### config.mk
export PLATFORM = sky130hd
export DESIGN_NAME = obb_lane
export DESIGN_NICKNAME = d
export VERILOG_FILES = /design/src/sv/obb_pkg.sv /design/src/sv/obb_lane.sv
export SDC_FILE = /design/constraint.sdc
export NUM_CORES = 2
export LEC_CHECK = 0
export BUFFER_PORTS_ARGS = -buffer_cell sky130_fd_sc_hd__buf_2
export CELL_PAD_IN_SITES_DETAIL_PLACEMENT = 1
export CELL_PAD_IN_SITES_GLOBAL_PLACEMENT = 1
export CORE_ASPECT_RATIO = 1.75
export CORE_MARGIN = 3
export CORE_UTILIZATION = 35
export CTS_CLUSTER_DIAMETER = 60
export DETAILED_ROUTE_END_ITERATION = 7
export PLACE_DENSITY = 0.71
export SYNTH_ARGS = -nofsm -noshare
export SYNTH_HDL_FRONTEND = slang
export SYNTH_SLANG_ARGS = --single-unit
### constraint.sdc
create_clock -name i_clk -period 20.5 [get_ports i_clk]
set_clock_uncertainty 0.2 [all_clocks]
set_input_delay 1.025 -clock i_clk [delete_from_list [all_inputs] [get_ports i_clk]]
set_output_delay 1.025 -clock i_clk [all_outputs]
set_load 0.05 [all_outputs]
### src/sv/obb_pkg.sv
`timescale 1ns / 1ps
// ----------------------------------------------------------------------------
// obb_pkg
// Shared constants and the CORDIC arctangent table for the oriented box overlap test.
// ----------------------------------------------------------------------------
package obb_pkg;

    localparam int COORD_BITS_DEF = 24;
    localparam int FRAC_BITS_DEF  = 8;
    localparam int TRIG_BITS_DEF  = 16;

    localparam int ANG_BITS     = 16;
    localparam int OVL_BITS     = 26;
    localparam int AXIS_BITS    = 16;
    localparam int CORDIC_STEPS = 30;
    localparam int CZ_BITS      = 32;
    localparam int CW_BITS      = 34;
    localparam logic signed [CW_BITS-1:0] CORDIC_GAIN = 34'sd652032874;

    // axis codes
    localparam logic [1:0] AXIS_AX = 2'd0;
    localparam logic [1:0] AXIS_AY = 2'd1;
    localparam logic [1:0] AXIS_BX = 2'd2;
    localparam logic [1:0] AXIS_BY = 2'd3;

    // arctangent of 2^-i, 2^30 per quarter turn
    function automatic logic signed [CZ_BITS-1:0] atan_lut(input logic [4:0] i);
        logic signed [CZ_BITS-1:0] v;
        unique case (i)
            5'd0:  v = 32'sd536870912;
            5'd1:  v = 32'sd316933406;
            5'd2:  v = 32'sd167458907;
            5'd3:  v = 32'sd85004756;
            5'd4:  v = 32'sd42667331;
            5'd5:  v = 32'sd21354465;
            5'd6:  v = 32'sd10679838;
            5'd7:  v = 32'sd5340245;
            5'd8:  v = 32'sd2670163;
            5'd9:  v = 32'sd1335087;
            5'd10: v = 32'sd667544;
            5'd11: v = 32'sd333772;
            5'd12: v = 32'sd166886;
            5'd13: v = 32'sd83443;
            5'd14: v = 32'sd41722;
            5'd15: v = 32'sd20861;
            5'd16: v = 32'sd10430;
            5'd17: v = 32'sd5215;
            5'd18: v = 32'sd2608;
            5'd19: v = 32'sd1304;
            5'd20: v = 32'sd652;
            5'd21: v = 32'sd326;
            5'd22: v = 32'sd163;
            5'd23: v = 32'sd81;
            5'd24: v = 32'sd41;
            5'd25: v = 32'sd20;
            5'd26: v = 32'sd10;
            5'd27: v = 32'sd5;
            5'd28: v = 32'sd3;
            5'd29: v = 32'sd1;
            default: v = '0;
        endcase
        return v;
    endfunction

endpackage

### src/sv/obb_lane.sv
`timescale 1ns / 1ps
// ----------------------------------------------------------------------------
// obb_lane
// One axis lane: radius sum minus projected center offset, in three stages.
// ----------------------------------------------------------------------------
module obb_lane #(
    parameter int COORD_BITS = obb_pkg::COORD_BITS_DEF,
    parameter int TRIG_BITS  = obb_pkg::TRIG_BITS_DEF,
    parameter int OW         = 64
) (
    input  logic                          i_clk,
    input  logic                          i_en,
    input  logic [COORD_BITS-2:0]         i_own,    // own size on this axis
    input  logic [COORD_BITS-2:0]         i_s1,     // other size, times c1
    input  logic [COORD_BITS-2:0]         i_s2,     // other size, times c2
    input  logic [TRIG_BITS-1:0]          i_c1,     // non-negative
    input  logic [TRIG_BITS-1:0]          i_c2,
    input  logic signed [COORD_BITS+2:0]  i_t1,     // offset terms
    input  logic signed [COORD_BITS+2:0]  i_t2,
    input  logic signed [TRIG_BITS-1:0]   i_k1,
    input  logic signed [TRIG_BITS-1:0]   i_k2,
    output logic signed [OW-1:0]          o_ov
);
    localparam int TF = TRIG_BITS - 1;
    localparam int PW = COORD_BITS + TRIG_BITS + 3;

    // products
    logic signed [PW-1:0] r_p1, r_p2, r_p3, r_p4, r_p5;
    always_ff @(posedge i_clk) begin
        if (i_en) begin
            r_p1 <= PW'({1'b0, i_own}) <<< TF;
            r_p2 <= PW'($signed({1'b0, i_s1}) * $signed({1'b0, i_c1}));
            r_p3 <= PW'($signed({1'b0, i_s2}) * $signed({1'b0, i_c2}));
            r_p4 <= PW'(i_t1 * i_k1);
            r_p5 <= PW'(i_t2 * i_k2);
        end
    end

    // sums
    logic signed [OW-1:0] r_rad, r_prj;
    always_ff @(posedge i_clk) begin
        if (i_en) begin
            r_rad <= OW'(r_p1) + OW'(r_p2) + OW'(r_p3);
            r_prj <= OW'(r_p4) + OW'(r_p5);
        end
    end

    // overlap
    always_ff @(posedge i_clk) begin
        if (i_en) o_ov <= r_rad - (r_prj < 0 ? -r_prj : r_prj);
    end
endmodule

# After elaboration in Yosys (flattened, before gate mapping)
# Index checks and enable logic that the tools add are counted.
# classes
add_sub_neg	5
multipliers	4
muxes	1
magnitude_cmp	1
# op_table
cell	n
$mul 27x16->43	2
$mul 23x16->39	2
$lt 64x1->1 const B	1
$mux 64	1
$neg 64->64	1
$sub 64x64->64	1
$add 43x43->44	1
$add 40x39->41	1
$add 38x39->40	1
# totals
reg_bits	379
elab_cells	19

# Depth between registers and ports, before layout
# logic_depth
ltp_word	3
mapped_depth	27

# Worst setup path before layout
# No wires, ideal clock.
# synth_path
path_kind	in2reg
from	in i_k1[7]
to	reg r_p4[35], data pin
path_slack_ps	13043
required_ps	20042
stages	25
arrival_time_ps	6998
setup_ps	258
cell_sequence	clkbuf_1 > clkbuf_1 > nand2_1 > fa_1 > inv_1 > fa_1 > inv_1 > fa_1 > inv_1 > fa_1 > fa_1 > inv_1 > fa_1 > inv_1 > ha_1 > a211oi_1 > o21ai_0 > a31o_2 > a21oi_1 > o211ai_1 > a221o_1 > a21o_1 > a311o_1 > a21oi_1 > xnor2_1
# synth_between
elab_chain_len	1
# synth_rtl
element	line	rtl
start, declared	obb_lane.sv:20	input logic signed [TRIG_BITS-1:0] i_k1,
$mul 27x16->43	obb_lane.sv:34	r_p4 <= PW'(i_t1 * i_k1);
end signal, assigned	obb_lane.sv:34	
end, declared	obb_lane.sv:28	logic signed [PW-1:0] r_p1, r_p2, r_p3, r_p4, r_p5;
# No other way between the ends.
# A chain may end at the register's enable or synchronous reset.

# Worst setup path in the final report
# layout_path
from	in i_k1[1]
to	reg r_p4[42], data pin
# Same word-level chain as after synthesis.

==> metrics.log <==
[metrics] post-synthesis sequential element count: 336
[metrics] Top-Level Pins: between 200 and 300
[metrics] Synth Flop Type: edfxtp_1
[metrics] Die Footprint: ~210000 µm²
[metrics] IO buf count: 252
[metrics] largest cells by area after synthesis: fa_1 40%, edfxtp_1 14%, ha_1 9.9%, inv_1 8.5%, and2_1 5.9%
[metrics] final setup TNS: 0 ns
[metrics] leading area contributor after synthesis: fa_1
[metrics] CP Data Arrival Time: 7.92 ns
[metrics] global-route congestion overflow total: 0
[metrics] number of rows in the core area: 219
[metrics] RSZ-0062 raised after global routing: no
[metrics] required time of the worst setup path: just over 20 ns
[metrics] TritonCTS clock tree: yes
[metrics] Inserted Clock Buffers: about 50
[metrics] wire length on met3: 7450 µm
[metrics] biggest fanout along the worst timing path: 27
[metrics] crit path kind: in2reg
[metrics] count of final setup violators: 0
[metrics] max_cap viols: 0
[metrics] drt initial violations: 2133
[metrics] met2 wire len: 125000 µm
[metrics] Layout area overhead: 7.32%
[metrics] sequential cell area fraction in the yosys report: 0.141
[metrics] syn_nets: 9704
[metrics] DRC viols: 0
[metrics] Final #Nets: 9740
[metrics] wire length of the first global-routing pass: 349000 µm
[metrics] sinks on the clock net: 336
[metrics] number of slew-limit violations in the final report: 0
[metrics] Final Hold Vio Count: 0
[metrics] top cell types by occurrence after synthesis: 1626 x inv_1, 1442 x fa_1, 1002 x nand2_1
[metrics] WL per Instance: 21.9 µm
[metrics] total routing usage reported by global routing: 0.216
[metrics] CTS HTree Levels: 2
[metrics] maximum number of pins on one net before global-route repair: 110
[metrics] WL final: 224000 µm
[metrics] cell area after synthesis: 71700 µm²
[metrics] Resized cells post-CTS: 0
[metrics] via count of the first global-routing pass: just over 60000
[metrics] clock-pin transition on the worst setup and hold timing paths: 0.06 ns
[metrics] result of the run: completed
[metrics] clock latency at the later pin of the worst-skew pair: approximately 0.62 ns
[metrics] number of fillers in the final layout: ~23000
[metrics] number of buffers added to fix hold violations after cts: 0
[metrics] Worst-Margin Slew: 1.25 ns
[metrics] top-count cell post-synth: inv_1
[metrics] routed vias: approximately 52000
[metrics] ratio of final minimum period to clock period: 0.379
[metrics] maximum clock frequency: roughly 0.13 GHz
[metrics] antenna violations before repair: 28
[metrics] count of flip-flops with a built-in enable after synthesis: 336
[metrics] die width: 348 µm
[metrics] portion of synthesized cell area occupied by the leading cell type: 0.403
[metrics] DR vias/cell: ~5.1
[metrics] HPWL after detailed placement: approximately 190000 µm
[metrics] Relative slew margins: 0.166
[metrics] initial standard-cell utilization of the core: 0.352
[metrics] type of origin of the critical path: input pin
[metrics] Synth Area per Inst: between 9 and 10 µm²
[metrics] Cells on Worst Hold Path: 1
[metrics] final antenna-violating net count: 0
[metrics] share of post-route cells with drive strength above 1: 0.0497
[metrics] share of synthesized flip-flops with an asynchronous set or reset: 0
[metrics] post-synth cell types: 87
[metrics] root buffer cell: clkbuf_16
[metrics] vertical extent of the die: 605 µm
[metrics] final weighted congestion in routability-driven placement: 0.899
[metrics] number of post-CTS setup repair buffers: 0
[metrics] class of the tightest hold or removal check: reg2reg
[metrics] number of detailed-route iterations in the first pass: 5
[metrics] core region area: approximately 200000 µm²
[metrics] final critical path time including I/O delays and setup: 7.78 ns
[metrics] length in cells of the worst reg-to-reg path: 18
[metrics] nature of the critical path endpoint: flop
[metrics] sum of routed wire segments on met1: roughly 74000 µm
[metrics] top layer in use: met5
[metrics] warning count from the yosys run: 0
[metrics] CTS Buffer Depth: 3
[metrics] gate count of the mapped netlist: 7504
## path summary, 6_finish.rpt
| check | start | end | slack (ns) |
|---|---|---|---|
| max | i_k1[1] | r_p4[42] | 12.72 |
| min | r_p3[0] | r_rad[0] | 0.35 |
| max reg2reg | r_prj[5] | o_ov[43] | 14.97 |
| min reg2reg | r_p3[0] | r_rad[0] | 0.35 |
## flip-flops by register name, indices dropped and copies added, names as in the netlist
signal	cells
r_p3	39
r_p5	43
o_ov	64
r_rad	41
r_p2	39
r_prj	44
r_p4	43
r_p1	23
## metrics by stage
stage          std cells  area (µm²)  hold slack, ns  setup slack [ns]  utilization
2_1_floorplan       7504       71700           0.313             13.04            -
5_1_grt            10200       76900           0.348             12.29        0.378
6_report           10200       76900           0.353             12.72        0.378
3_5_place_dp       10100       75300           0.349             12.06        0.370
3_3_place_gp       10100       75300           0.328             12.24        0.370
4_1_cts            10200       76900           0.343             12.68        0.378
## final cells by class
cell class / instances / area (µm²) / share of cell area
well taps: 2652 / 3320 / 0.0431
clock buffers: 53 / 1240 / 0.0161
flip-flops and latches: 336 / 10100 / 0.131
repair buffers: 258 / 1320 / 0.0171
multi-input cells: 5269 / 54500 / 0.708
clock inverters: 36 / 370 / 0.00481
diodes: 12 / 30.0 / 0.000390
inverters: 1626 / 6100 / 0.0793
## layout by cell type (no fill, tap or decap), types with 7 or more instances in the layout
master	n
nor3_1	47
nand2_1	1002
nor4_1	11
clkbuf_16	49
xor2_1	110
o21ai_0	130
ha_1	569
a31o_2	11
and3_1	28
buf_2	251
o211ai_1	24
fa_1	1442
edfxtp_1	336
or3_1	14
a21oi_1	226
inv_1	1626
a31oi_1	21
o21bai_1	44
a211oi_1	27
xnor2_1	192
a221oi_1	10
nor2b_1	37
nand2b_1	51
o31ai_1	29
o21a_1	51
nand4_1	21
a21o_1	123
nor2_1	178
o41ai_1	8
nand3_1	52
and2_1	680
diode_2	12
a211o_1	10
or2_2	7
clkinv_1	7
o21ai_1	7
## worst max-delay path: stages
cell and delay, ns:
buf_2 0.53, nand2_1 0.20, fa_1 0.55, fa_1 0.53, fa_1 0.51, inv_1 0.05
fa_1 0.46, fa_1 0.54, inv_1 0.07, fa_1 0.49, inv_1 0.09, ha_1 0.38
a211oi_1 0.25, o211ai_1 0.16, a221oi_1 0.28, nand2_1 0.16, a31oi_1 0.61, o211ai_1 0.28
a21oi_1 0.28, o21ai_0 0.14, a31oi_1 0.21, xnor2_1 0.08
## per-layer routing
| layer | track usage | vias up |
|---|---|---|
| met5 | 0 | - |
| met4 | 0.139 | 28 |
| met3 | 0.0223 | 672 |
| met2 | 0.425 | 1211 |
| met1 | 0.211 | 27400 |
| li1 | - | 23100 |
## cells by family (layout without fill, tap and decap cells)
logic type,Yosys count,in the layout,synth area share
muxes,4,4,0.000559
DFF,336,336,0.141
other,0,12,0
adders and majority gates,2011,2011,0.502
and+or+nand+nor,2166,2166,0.148
AOI/OAI and AO/OA,786,786,0.0720
buffers and inverters,1899,1973,0.0996
xor gates and xnor gates,302,302,0.0369
Power is not shown: default switching activity piles up to over one toggle a cycle in this logic, so the estimate is an artifact.
