===== config.mk =====
export PLATFORM = sky130hd
export DESIGN_NAME = obb_merge
export DESIGN_NICKNAME = d
export VERILOG_FILES = /design/src/sv/obb_pkg.sv /design/src/sv/obb_merge.sv
export SDC_FILE = /design/constraint.sdc
export NUM_CORES = 1
export LEC_CHECK = 0
export ABC_AREA = 0
export BUFFER_PORTS_ARGS = -buffer_cell sky130_fd_sc_hd__buf_4
export CAP_MARGIN = 20
export CORE_UTILIZATION = 45
export DETAILED_ROUTE_END_ITERATION = 8
export GPL_TIMING_DRIVEN = 0
export PLACE_DENSITY = 0.73
export SLEW_MARGIN = 15
export SYNTH_ARGS = -nofsm -noshare
export SYNTH_HDL_FRONTEND = slang
export SYNTH_SLANG_ARGS = --single-unit

===== constraint.sdc =====
create_clock -name i_clk -period 7.3 [get_ports i_clk]
set_input_delay 0 -clock i_clk [delete_from_list [all_inputs] [get_ports i_clk]]
set_output_delay 0 -clock i_clk [all_outputs]
set_load 0.02 [all_outputs]

===== src/sv/obb_pkg.sv =====
`timescale 1ns / 1ps
// ----------------------------------------------------------------------------
// obb_pkg
// Shared constants and the CORDIC arctangent table for the oriented box overlap test.
// ----------------------------------------------------------------------------
package obb_pkg;

    localparam int COORD_BITS_DEF = 24;
    localparam int FRAC_BITS_DEF  = 8;
    localparam int TRIG_BITS_DEF  = 16;

    localparam int ANG_BITS     = 16;
    localparam int OVL_BITS     = 26;
    localparam int AXIS_BITS    = 16;
    localparam int CORDIC_STEPS = 30;
    localparam int CZ_BITS      = 32;
    localparam int CW_BITS      = 34;
    localparam logic signed [CW_BITS-1:0] CORDIC_GAIN = 34'sd652032874;

    // axis codes
    localparam logic [1:0] AXIS_AX = 2'd0;
    localparam logic [1:0] AXIS_AY = 2'd1;
    localparam logic [1:0] AXIS_BX = 2'd2;
    localparam logic [1:0] AXIS_BY = 2'd3;

    // arctangent of 2^-i, 2^30 per quarter turn
    function automatic logic signed [CZ_BITS-1:0] atan_lut(input logic [4:0] i);
        logic signed [CZ_BITS-1:0] v;
        unique case (i)
            5'd0:  v = 32'sd536870912;
            5'd1:  v = 32'sd316933406;
            5'd2:  v = 32'sd167458907;
            5'd3:  v = 32'sd85004756;
            5'd4:  v = 32'sd42667331;
            5'd5:  v = 32'sd21354465;
            5'd6:  v = 32'sd10679838;
            5'd7:  v = 32'sd5340245;
            5'd8:  v = 32'sd2670163;
            5'd9:  v = 32'sd1335087;
            5'd10: v = 32'sd667544;
            5'd11: v = 32'sd333772;
            5'd12: v = 32'sd166886;
            5'd13: v = 32'sd83443;
            5'd14: v = 32'sd41722;
            5'd15: v = 32'sd20861;
            5'd16: v = 32'sd10430;
            5'd17: v = 32'sd5215;
            5'd18: v = 32'sd2608;
            5'd19: v = 32'sd1304;
            5'd20: v = 32'sd652;
            5'd21: v = 32'sd326;
            5'd22: v = 32'sd163;
            5'd23: v = 32'sd81;
            5'd24: v = 32'sd41;
            5'd25: v = 32'sd20;
            5'd26: v = 32'sd10;
            5'd27: v = 32'sd5;
            5'd28: v = 32'sd3;
            5'd29: v = 32'sd1;
            default: v = '0;
        endcase
        return v;
    endfunction

endpackage


===== src/sv/obb_merge.sv =====
`timescale 1ns / 1ps
// ----------------------------------------------------------------------------
// obb_merge
// Combines four lane overlaps: hit test, minimum with tie order, scaling.
// ----------------------------------------------------------------------------
module obb_merge #(
    parameter int TRIG_BITS = obb_pkg::TRIG_BITS_DEF,
    parameter int OW        = 64
) (
    input  logic                                 i_clk,
    input  logic                                 i_en,
    input  logic signed [OW-1:0]                 i_ov [4],
    input  logic signed [TRIG_BITS-1:0]          i_dx [4],
    input  logic signed [TRIG_BITS-1:0]          i_dy [4],
    output logic                                 o_hit,
    output logic [obb_pkg::OVL_BITS-1:0]         o_min,
    output logic [1:0]                           o_sel,
    output logic signed [obb_pkg::AXIS_BITS-1:0] o_dx,
    output logic signed [obb_pkg::AXIS_BITS-1:0] o_dy
);
    localparam int TF = TRIG_BITS - 1;
    localparam int OM = (1 << obb_pkg::OVL_BITS) - 1;

    // first pairwise stage: A axes and B axes
    logic                        r_hit;
    logic signed [OW-1:0]        r_va, r_vb;
    logic [1:0]                  r_sa, r_sb;
    logic signed [TRIG_BITS-1:0] r_xa, r_ya, r_xb, r_yb;
    always_ff @(posedge i_clk) begin
        if (i_en) begin
            r_hit <= (i_ov[0] > 0) && (i_ov[1] > 0) && (i_ov[2] > 0) && (i_ov[3] > 0);
            if (i_ov[1] < i_ov[0]) begin
                r_va <= i_ov[1]; r_sa <= obb_pkg::AXIS_AY; r_xa <= i_dx[1]; r_ya <= i_dy[1];
            end else begin
                r_va <= i_ov[0]; r_sa <= obb_pkg::AXIS_AX; r_xa <= i_dx[0]; r_ya <= i_dy[0];
            end
            if (i_ov[3] < i_ov[2]) begin
                r_vb <= i_ov[3]; r_sb <= obb_pkg::AXIS_BY; r_xb <= i_dx[3]; r_yb <= i_dy[3];
            end else begin
                r_vb <= i_ov[2]; r_sb <= obb_pkg::AXIS_BX; r_xb <= i_dx[2]; r_yb <= i_dy[2];
            end
        end
    end

    function automatic logic signed [obb_pkg::AXIS_BITS-1:0] to_q15(
        input logic signed [TRIG_BITS-1:0] v);
        logic signed [TRIG_BITS+16:0] r;
        if (TF > 15)
            r = ((TRIG_BITS+17)'(v) + ((TRIG_BITS+17)'(1) <<< (TF - 16))) >>> (TF - 15);
        else
            r = (TRIG_BITS+17)'(v) <<< (15 - TF);
        if (r > 32767)       return 16'sd32767;
        else if (r < -32767) return -16'sd32767;
        else                 return 16'(r);
    endfunction

    // final choice and output formatting
    logic signed [OW-1:0] best_v, rnd_v;
    logic [1:0]           best_s;
    logic signed [TRIG_BITS-1:0] best_x, best_y;
    always_comb begin
        if (r_vb < r_va) begin
            best_v = r_vb; best_s = r_sb; best_x = r_xb; best_y = r_yb;
        end else begin
            best_v = r_va; best_s = r_sa; best_x = r_xa; best_y = r_ya;
        end
        rnd_v = (best_v + (OW'(1) <<< TF)) >>> (TF + 1);
    end

    always_ff @(posedge i_clk) begin
        if (i_en) begin
            o_hit <= r_hit;
            if (r_hit) begin
                o_min <= (rnd_v > OW'(OM)) ? obb_pkg::OVL_BITS'(OM)
                                           : obb_pkg::OVL_BITS'(rnd_v);
                o_sel <= best_s;
                o_dx  <= to_q15(best_x);
                o_dy  <= to_q15(best_y);
            end else begin
                o_min <= '0;
                o_sel <= obb_pkg::AXIS_AX;
                o_dx  <= '0;
                o_dy  <= '0;
            end
        end
    end
endmodule


Yosys cells after proc, flatten, opt, wreduce, memory -nomap -nowiden

Index checks and enable logic that the tools add are counted.

Register bits: 258
Input port bits: 386
Output and inout port bits: 61
Word-level logic and storage cells: 56

Add/sub/neg operators: 1
Order comparisons: 12
Multiplexer cells: 21
Bitwise gates (word level): 1
Reduce and logical (&&, ||, !) cells: 5

Operators with widths:

| cell                                                             | number |
|---|---|
| greater-than comparator 64 x 1 -> 1 bit (second input constant)  | 4 |
| less-than comparator 64 bit                                      | 3 |
| two-way mux 64 bit                                               | 3 |
| two-way mux 33 bit                                               | 4 |
| two-way mux 16 bit                                               | 8 |
| greater-than comparator 33 x 16 -> 1 bit (second input constant) | 2 |
| less-than comparator 33 x 16 -> 1 bit (second input constant)    | 2 |
| adder 64 x 17 -> 64 bit (second input constant)                  | 1 |
| greater-than comparator 48 x 27 -> 1 bit (second input constant) | 1 |
| two-way mux 15 bit                                               | 2 |
| two-way mux 26 bit                                               | 1 |
| OR reduction 2 bit                                               | 2 |
| logical AND 1 bit                                                | 3 |
| two-way mux 1 bit                                                | 2 |
| two-way mux 2 bit                                                | 1 |
| NOT 1 bit                                                        | 1 |

Logic depth before layout (Yosys ltp)

Depth after elaboration: 7
Gate-level depth with buffers: 28
Gate-level depth less buffers: 22

Worst setup path before layout

Ideal clock, no wire load.

Path kind: reg2reg
From: register r_vb[63]
To: register o_min[5] in the netlist's numbering, data pin
Library setup time: 254 ps
Data arrival time: 5,879 ps
Data required time: 7,046 ps
Slack: 1,168 ps
Stages on the path, launching flop included: 26
Buffers on the path: 6
Clock period less this slack: 6,132 ps
Cells stage by stage: edfxtp_1 > ha_1 > clkbuf_1 > nand4_1 > nor4_1 > nand3_1 > o31ai_1 > xor2_1 > buf_2 > buf_2 > buf_2 > nand2_1 > o21ai_0 > ha_1 > nand3_2 > nor3_4 > nand2_2 > nor4_1 > xnor2_1 > o221a_2 > or4b_1 > or4b_1 > o311a_1 > buf_6 > buf_6 > a21o_1

Cells in the longest elaborated chain, start to end: 5

RTL lines:

| item                                     | RTL line        | text |
|---|---|---|
| from (decl)                              | obb_merge.sv:26 | `logic signed [OW-1:0] r_va, r_vb;` |
| from (signal assigned)                   | obb_merge.sv:38 | `r_vb <= i_ov[3]; r_sb <= obb_pkg::AXIS_BY; r_xb <= i_dx[3]; r_yb <= i_dy[3];` |
| from (signal assigned)                   | obb_merge.sv:40 | `r_vb <= i_ov[2]; r_sb <= obb_pkg::AXIS_BX; r_xb <= i_dx[2]; r_yb <= i_dy[2];` |
| less-than comparator 64 bit              | obb_merge.sv:62 | `if (r_vb < r_va) begin` |
| two-way mux 64 bit *                     | obb_merge.sv:62 |  |
| adder 64 x 17 -> 64 bit *                | obb_merge.sv:67 | `rnd_v = (best_v + (OW'(1) <<< TF)) >>> (TF + 1);` |
| greater-than comparator 48 x 27 -> 1 bit | obb_merge.sv:74 | `o_min <= (rnd_v > OW'(OM)) ? obb_pkg::OVL_BITS'(OM)` |
| two-way mux 26 bit *                     | obb_merge.sv:74 |  |
| to (signal assigned)                     | obb_merge.sv:74 |  |
| to (decl)                                | obb_merge.sv:16 | `output logic [obb_pkg::OVL_BITS-1:0] o_min,` |

Every way passes the cells marked *; elsewhere a longest branch is shown, timed or not.
A chain may end at the register's enable or synchronous reset.

Final worst setup path

From: register r_va[59]
To: register o_min[17] in the netlist's numbering, data pin

Cells in the longest elaborated chain, start to end: 5

RTL lines:

| item                                     | RTL line        | text |
|---|---|---|
| from (decl)                              | obb_merge.sv:26 |  |
| from (signal assigned)                   | obb_merge.sv:33 | `r_va <= i_ov[1]; r_sa <= obb_pkg::AXIS_AY; r_xa <= i_dx[1]; r_ya <= i_dy[1];` |
| from (signal assigned)                   | obb_merge.sv:35 | `r_va <= i_ov[0]; r_sa <= obb_pkg::AXIS_AX; r_xa <= i_dx[0]; r_ya <= i_dy[0];` |
| less-than comparator 64 bit              | obb_merge.sv:62 |  |
| two-way mux 64 bit *                     | obb_merge.sv:62 |  |
| adder 64 x 17 -> 64 bit *                | obb_merge.sv:67 |  |
| greater-than comparator 48 x 27 -> 1 bit | obb_merge.sv:74 |  |
| two-way mux 26 bit *                     | obb_merge.sv:74 |  |

Marked as above.

==> flow_summary.ini <==
[status]
status = finished clean

[clocking]
numCtsBuffers = 30
path_clk_slew_ps = 60
cts_buffer_depth = 3
cts_tree = built
cts.htree.levels = 1
cts.sinks = 256
cts-root-buf = clkbuf_16
clkLatencyLatePin_ps = 600

[power]
p_leak_uw = 0.0126
powerDensity_mw_per_mm2 = 202
ir_drop_mv = 0.198

[global_routing]
antenna_found_initial = 4
grt_max_degree = 96
track_usage_pct = 33.8
grt-ovfl-total = 0
grt_pass1_wl_um = 116000
grt_pass1_vias = 20800

[yosys]
synth_edf_count = 256
yosysWarnings = 0
ys_seq_elements = 256
synth_area_mm2 = 0.0197
yosys.area.top_type = edfxtp_1
yosysTopAreaCellShare_pct = 39.1
synth.distinct_cells = 71
synth_common_cells = edfxtp_1 (256), inv_1 (200), ha_1 (192)
synth_nets = 2528
async_flop_share_pct = 0
ys_top_cells_by_area = edfxtp_1 (39%), ha_1 (12%), mux2_2 (9.0%), inv_1 (3.8%), a21o_1 (3.7%)
yosysMostFrequentCell = edfxtp_1
ys_dominant_reg_cell = edfxtp_1
syn_inst = 1950
synth-seq-area-share_pct = 39.1
syn_area_per_cell_um2 = 10.1

[place]
port_buffers = 446
dp.cells = 2985
gp_congestion = 0.949
dp_hpwl_um = 57600
pre_cts_slack_ps = -937

[min_path]
min_path_type = input port to flop
min-delay-start = i_ov[3]
min_to = r_hit
whs_path_depth = 5

[sta]
finalHoldWorstSlack_ps = 111
finalHoldViolations = 0
max_freq_mhz = 143
rsz0062_at_grt = no
finalCriticalPeriod_ps = 7000
setup_viol = 0
setup_slack_ps = 300
slew_viol_final = 0
tightest_slew_ps = 1290
maxSlewHeadroom_pct = 13.5
fin_crit_sh_pct = 95.9
finalClockSkew_ps = 22.4

[finish]
nNetsFinal = 3437
area_delta_synth_final_pct = 48.5
finalNonFillerCells = 3469
layout-drive-gt1-share_pct = 24.8
nFillCells = 3319

[setup_path]
rrSetupSlack_ps = 300
cp-end-kind = flop
rr_endpoint = o_min[17]
slowest_delay_ps = 520
cp_slowest_cell = or4b_1
crit_path_start_kind = flop
crit_arrival_ps = 7330
reg2reg_from = r_va[59]
crit_type = flop to flop
cp.required_ps = 7630
path_max_fanout = 19
reg2regPathDepth = 26
crit_top_cell = buf_6

[drt]
wl_um = 76800
ant_nets = 0
wl_per_cell_um = 22.1
drc_errors = 0
vias = 20100
vias_per_cell = 5.79
drt_iter0_markers = 1585
dr.pass1.iters = 5

[job]
max-cap-violations = 0

[die]
dieHeight_um = 211
core-area_mm2 = 0.0431
num_rows = 76
dieArea_mm2 = 0.0446
start_util_pct = 45.7
io_pins = 447
die-width_um = 211
## per-layer routing
metal / up-vias / wire length, um / GRT usage (%)
li1: 9179 / - / -
met1: 9665 / 30400 / 41.9
met2: 1002 / 36200 / 56.4
met3: 246 / 6000 / 5.99
met4: 0 / 4200 / 17.4
met5: - / 0 / 0
## where the power goes
part | switching [uW] | internal, uW
combinational | 1130 | 1110
clock | 650 | 927
sequential | 183 | 1920
## repair_timing
item	4_1_cts	5_1_grt
hold buffers	421	0
buffers inserted	4	2
endpoints found under the hold margin	261	0
gates resized for setup	7	11
pin swaps	2	2
endpoints found under the setup margin	26	26
## cell usage in the layout, fill, tap and decap left out, types with 7 or more instances in the layout
cell	instances
nor3_1	37
clkbuf_16	30
nand2_1	121
nand3b_1	33
clkbuf_1	48
o21ai_0	50
nor4_1	96
nand4_1	65
mux2_2	158
nor2_1	80
and3_1	13
xnor2_1	50
ha_1	191
nor2b_1	13
or4_1	10
xor2_1	12
dlygate4sd3_1	421
buf_4	451
nor4_2	7
or3_1	8
edfxtp_1	256
a21o_1	98
nand3_1	87
a21oi_1	79
mux2i_1	37
inv_1	200
nand2b_1	46
buf_2	10
a31oi_1	8
a32oi_1	35
## how the worst max path moves through the flow
stage / start / end / cells past startpoint
6_report: r_va[59] / o_min[17] / 26
3_5_place_dp: r_vb[15] / o_min[17] / 26
5_1_grt: r_va[63] / o_min[17] / 27
3_3_place_gp: r_vb[15] / o_min[22] / 26
4_1_cts: r_vb[15] / o_min[17] / 27
2_1_floorplan: r_vb[63] / o_min[5] / 25
## final cells by class
type	instances	area [um2]	share of cell area, %
Buffer	66	297	1.01
Multi-Input combinational cell	1427	11000	37.8
Clock buffer	31	754	2.58
Antenna cell	3	7.51	0.0257
Clock inverter	23	264	0.903
Timing Repair Buffer	878	7690	26.3
Inverter	200	751	2.57
Sequential cell	256	7690	26.3
Tap cell	585	732	2.50
## state kept, by name (all words and copies together), names as in the netlist
name	flops
r_va	64
r_vb	64
o_min	26
o_dx	16
o_dy	16
r_xa	16
r_xb	16
r_ya	16
r_yb	16
o_sel	2
o_hit	1
r_hit	1
r_sa	1
r_sb	1
## through the flow
step / setup TNS, ps / cell area, um2 / total power, uW / util [%]
finish: 0 / 29200 / 5920 / 67.8
CTS: 0 / 29100 / 5870 / 67.7
detailed placement: -22930 / 23900 / 3950 / 55.4
floorplan: 0 / 19700 / 3150 / -
global route: 0 / 29200 / 6170 / 67.8
global placement: -19480 / 23800 / 3910 / 55.1
## kinds of logic after synthesis
group	after synthesis	share of synthesized area, %
AO/OA/AOI/OAI	316	10.8
XOR/XNOR	62	2.76
adder cells (fa/ha/maj)	192	12.2
buffers and inverters	267	5.29
flip-flops	256	39.1
multiplexers	200	11.2
AND/OR/NAND/NOR	657	18.6
## worst max-delay path, delay by kind of cell (launching register included)
family | cells | cell delay (ps)
flops | 1 | 460
fa+ha+maj | 2 | 560
simple gates | 11 | 3070
compound gates | 6 | 1180
xor+xnor | 2 | 440
buf+inv | 5 | 1000
Power figures use the tool's default switching activity.
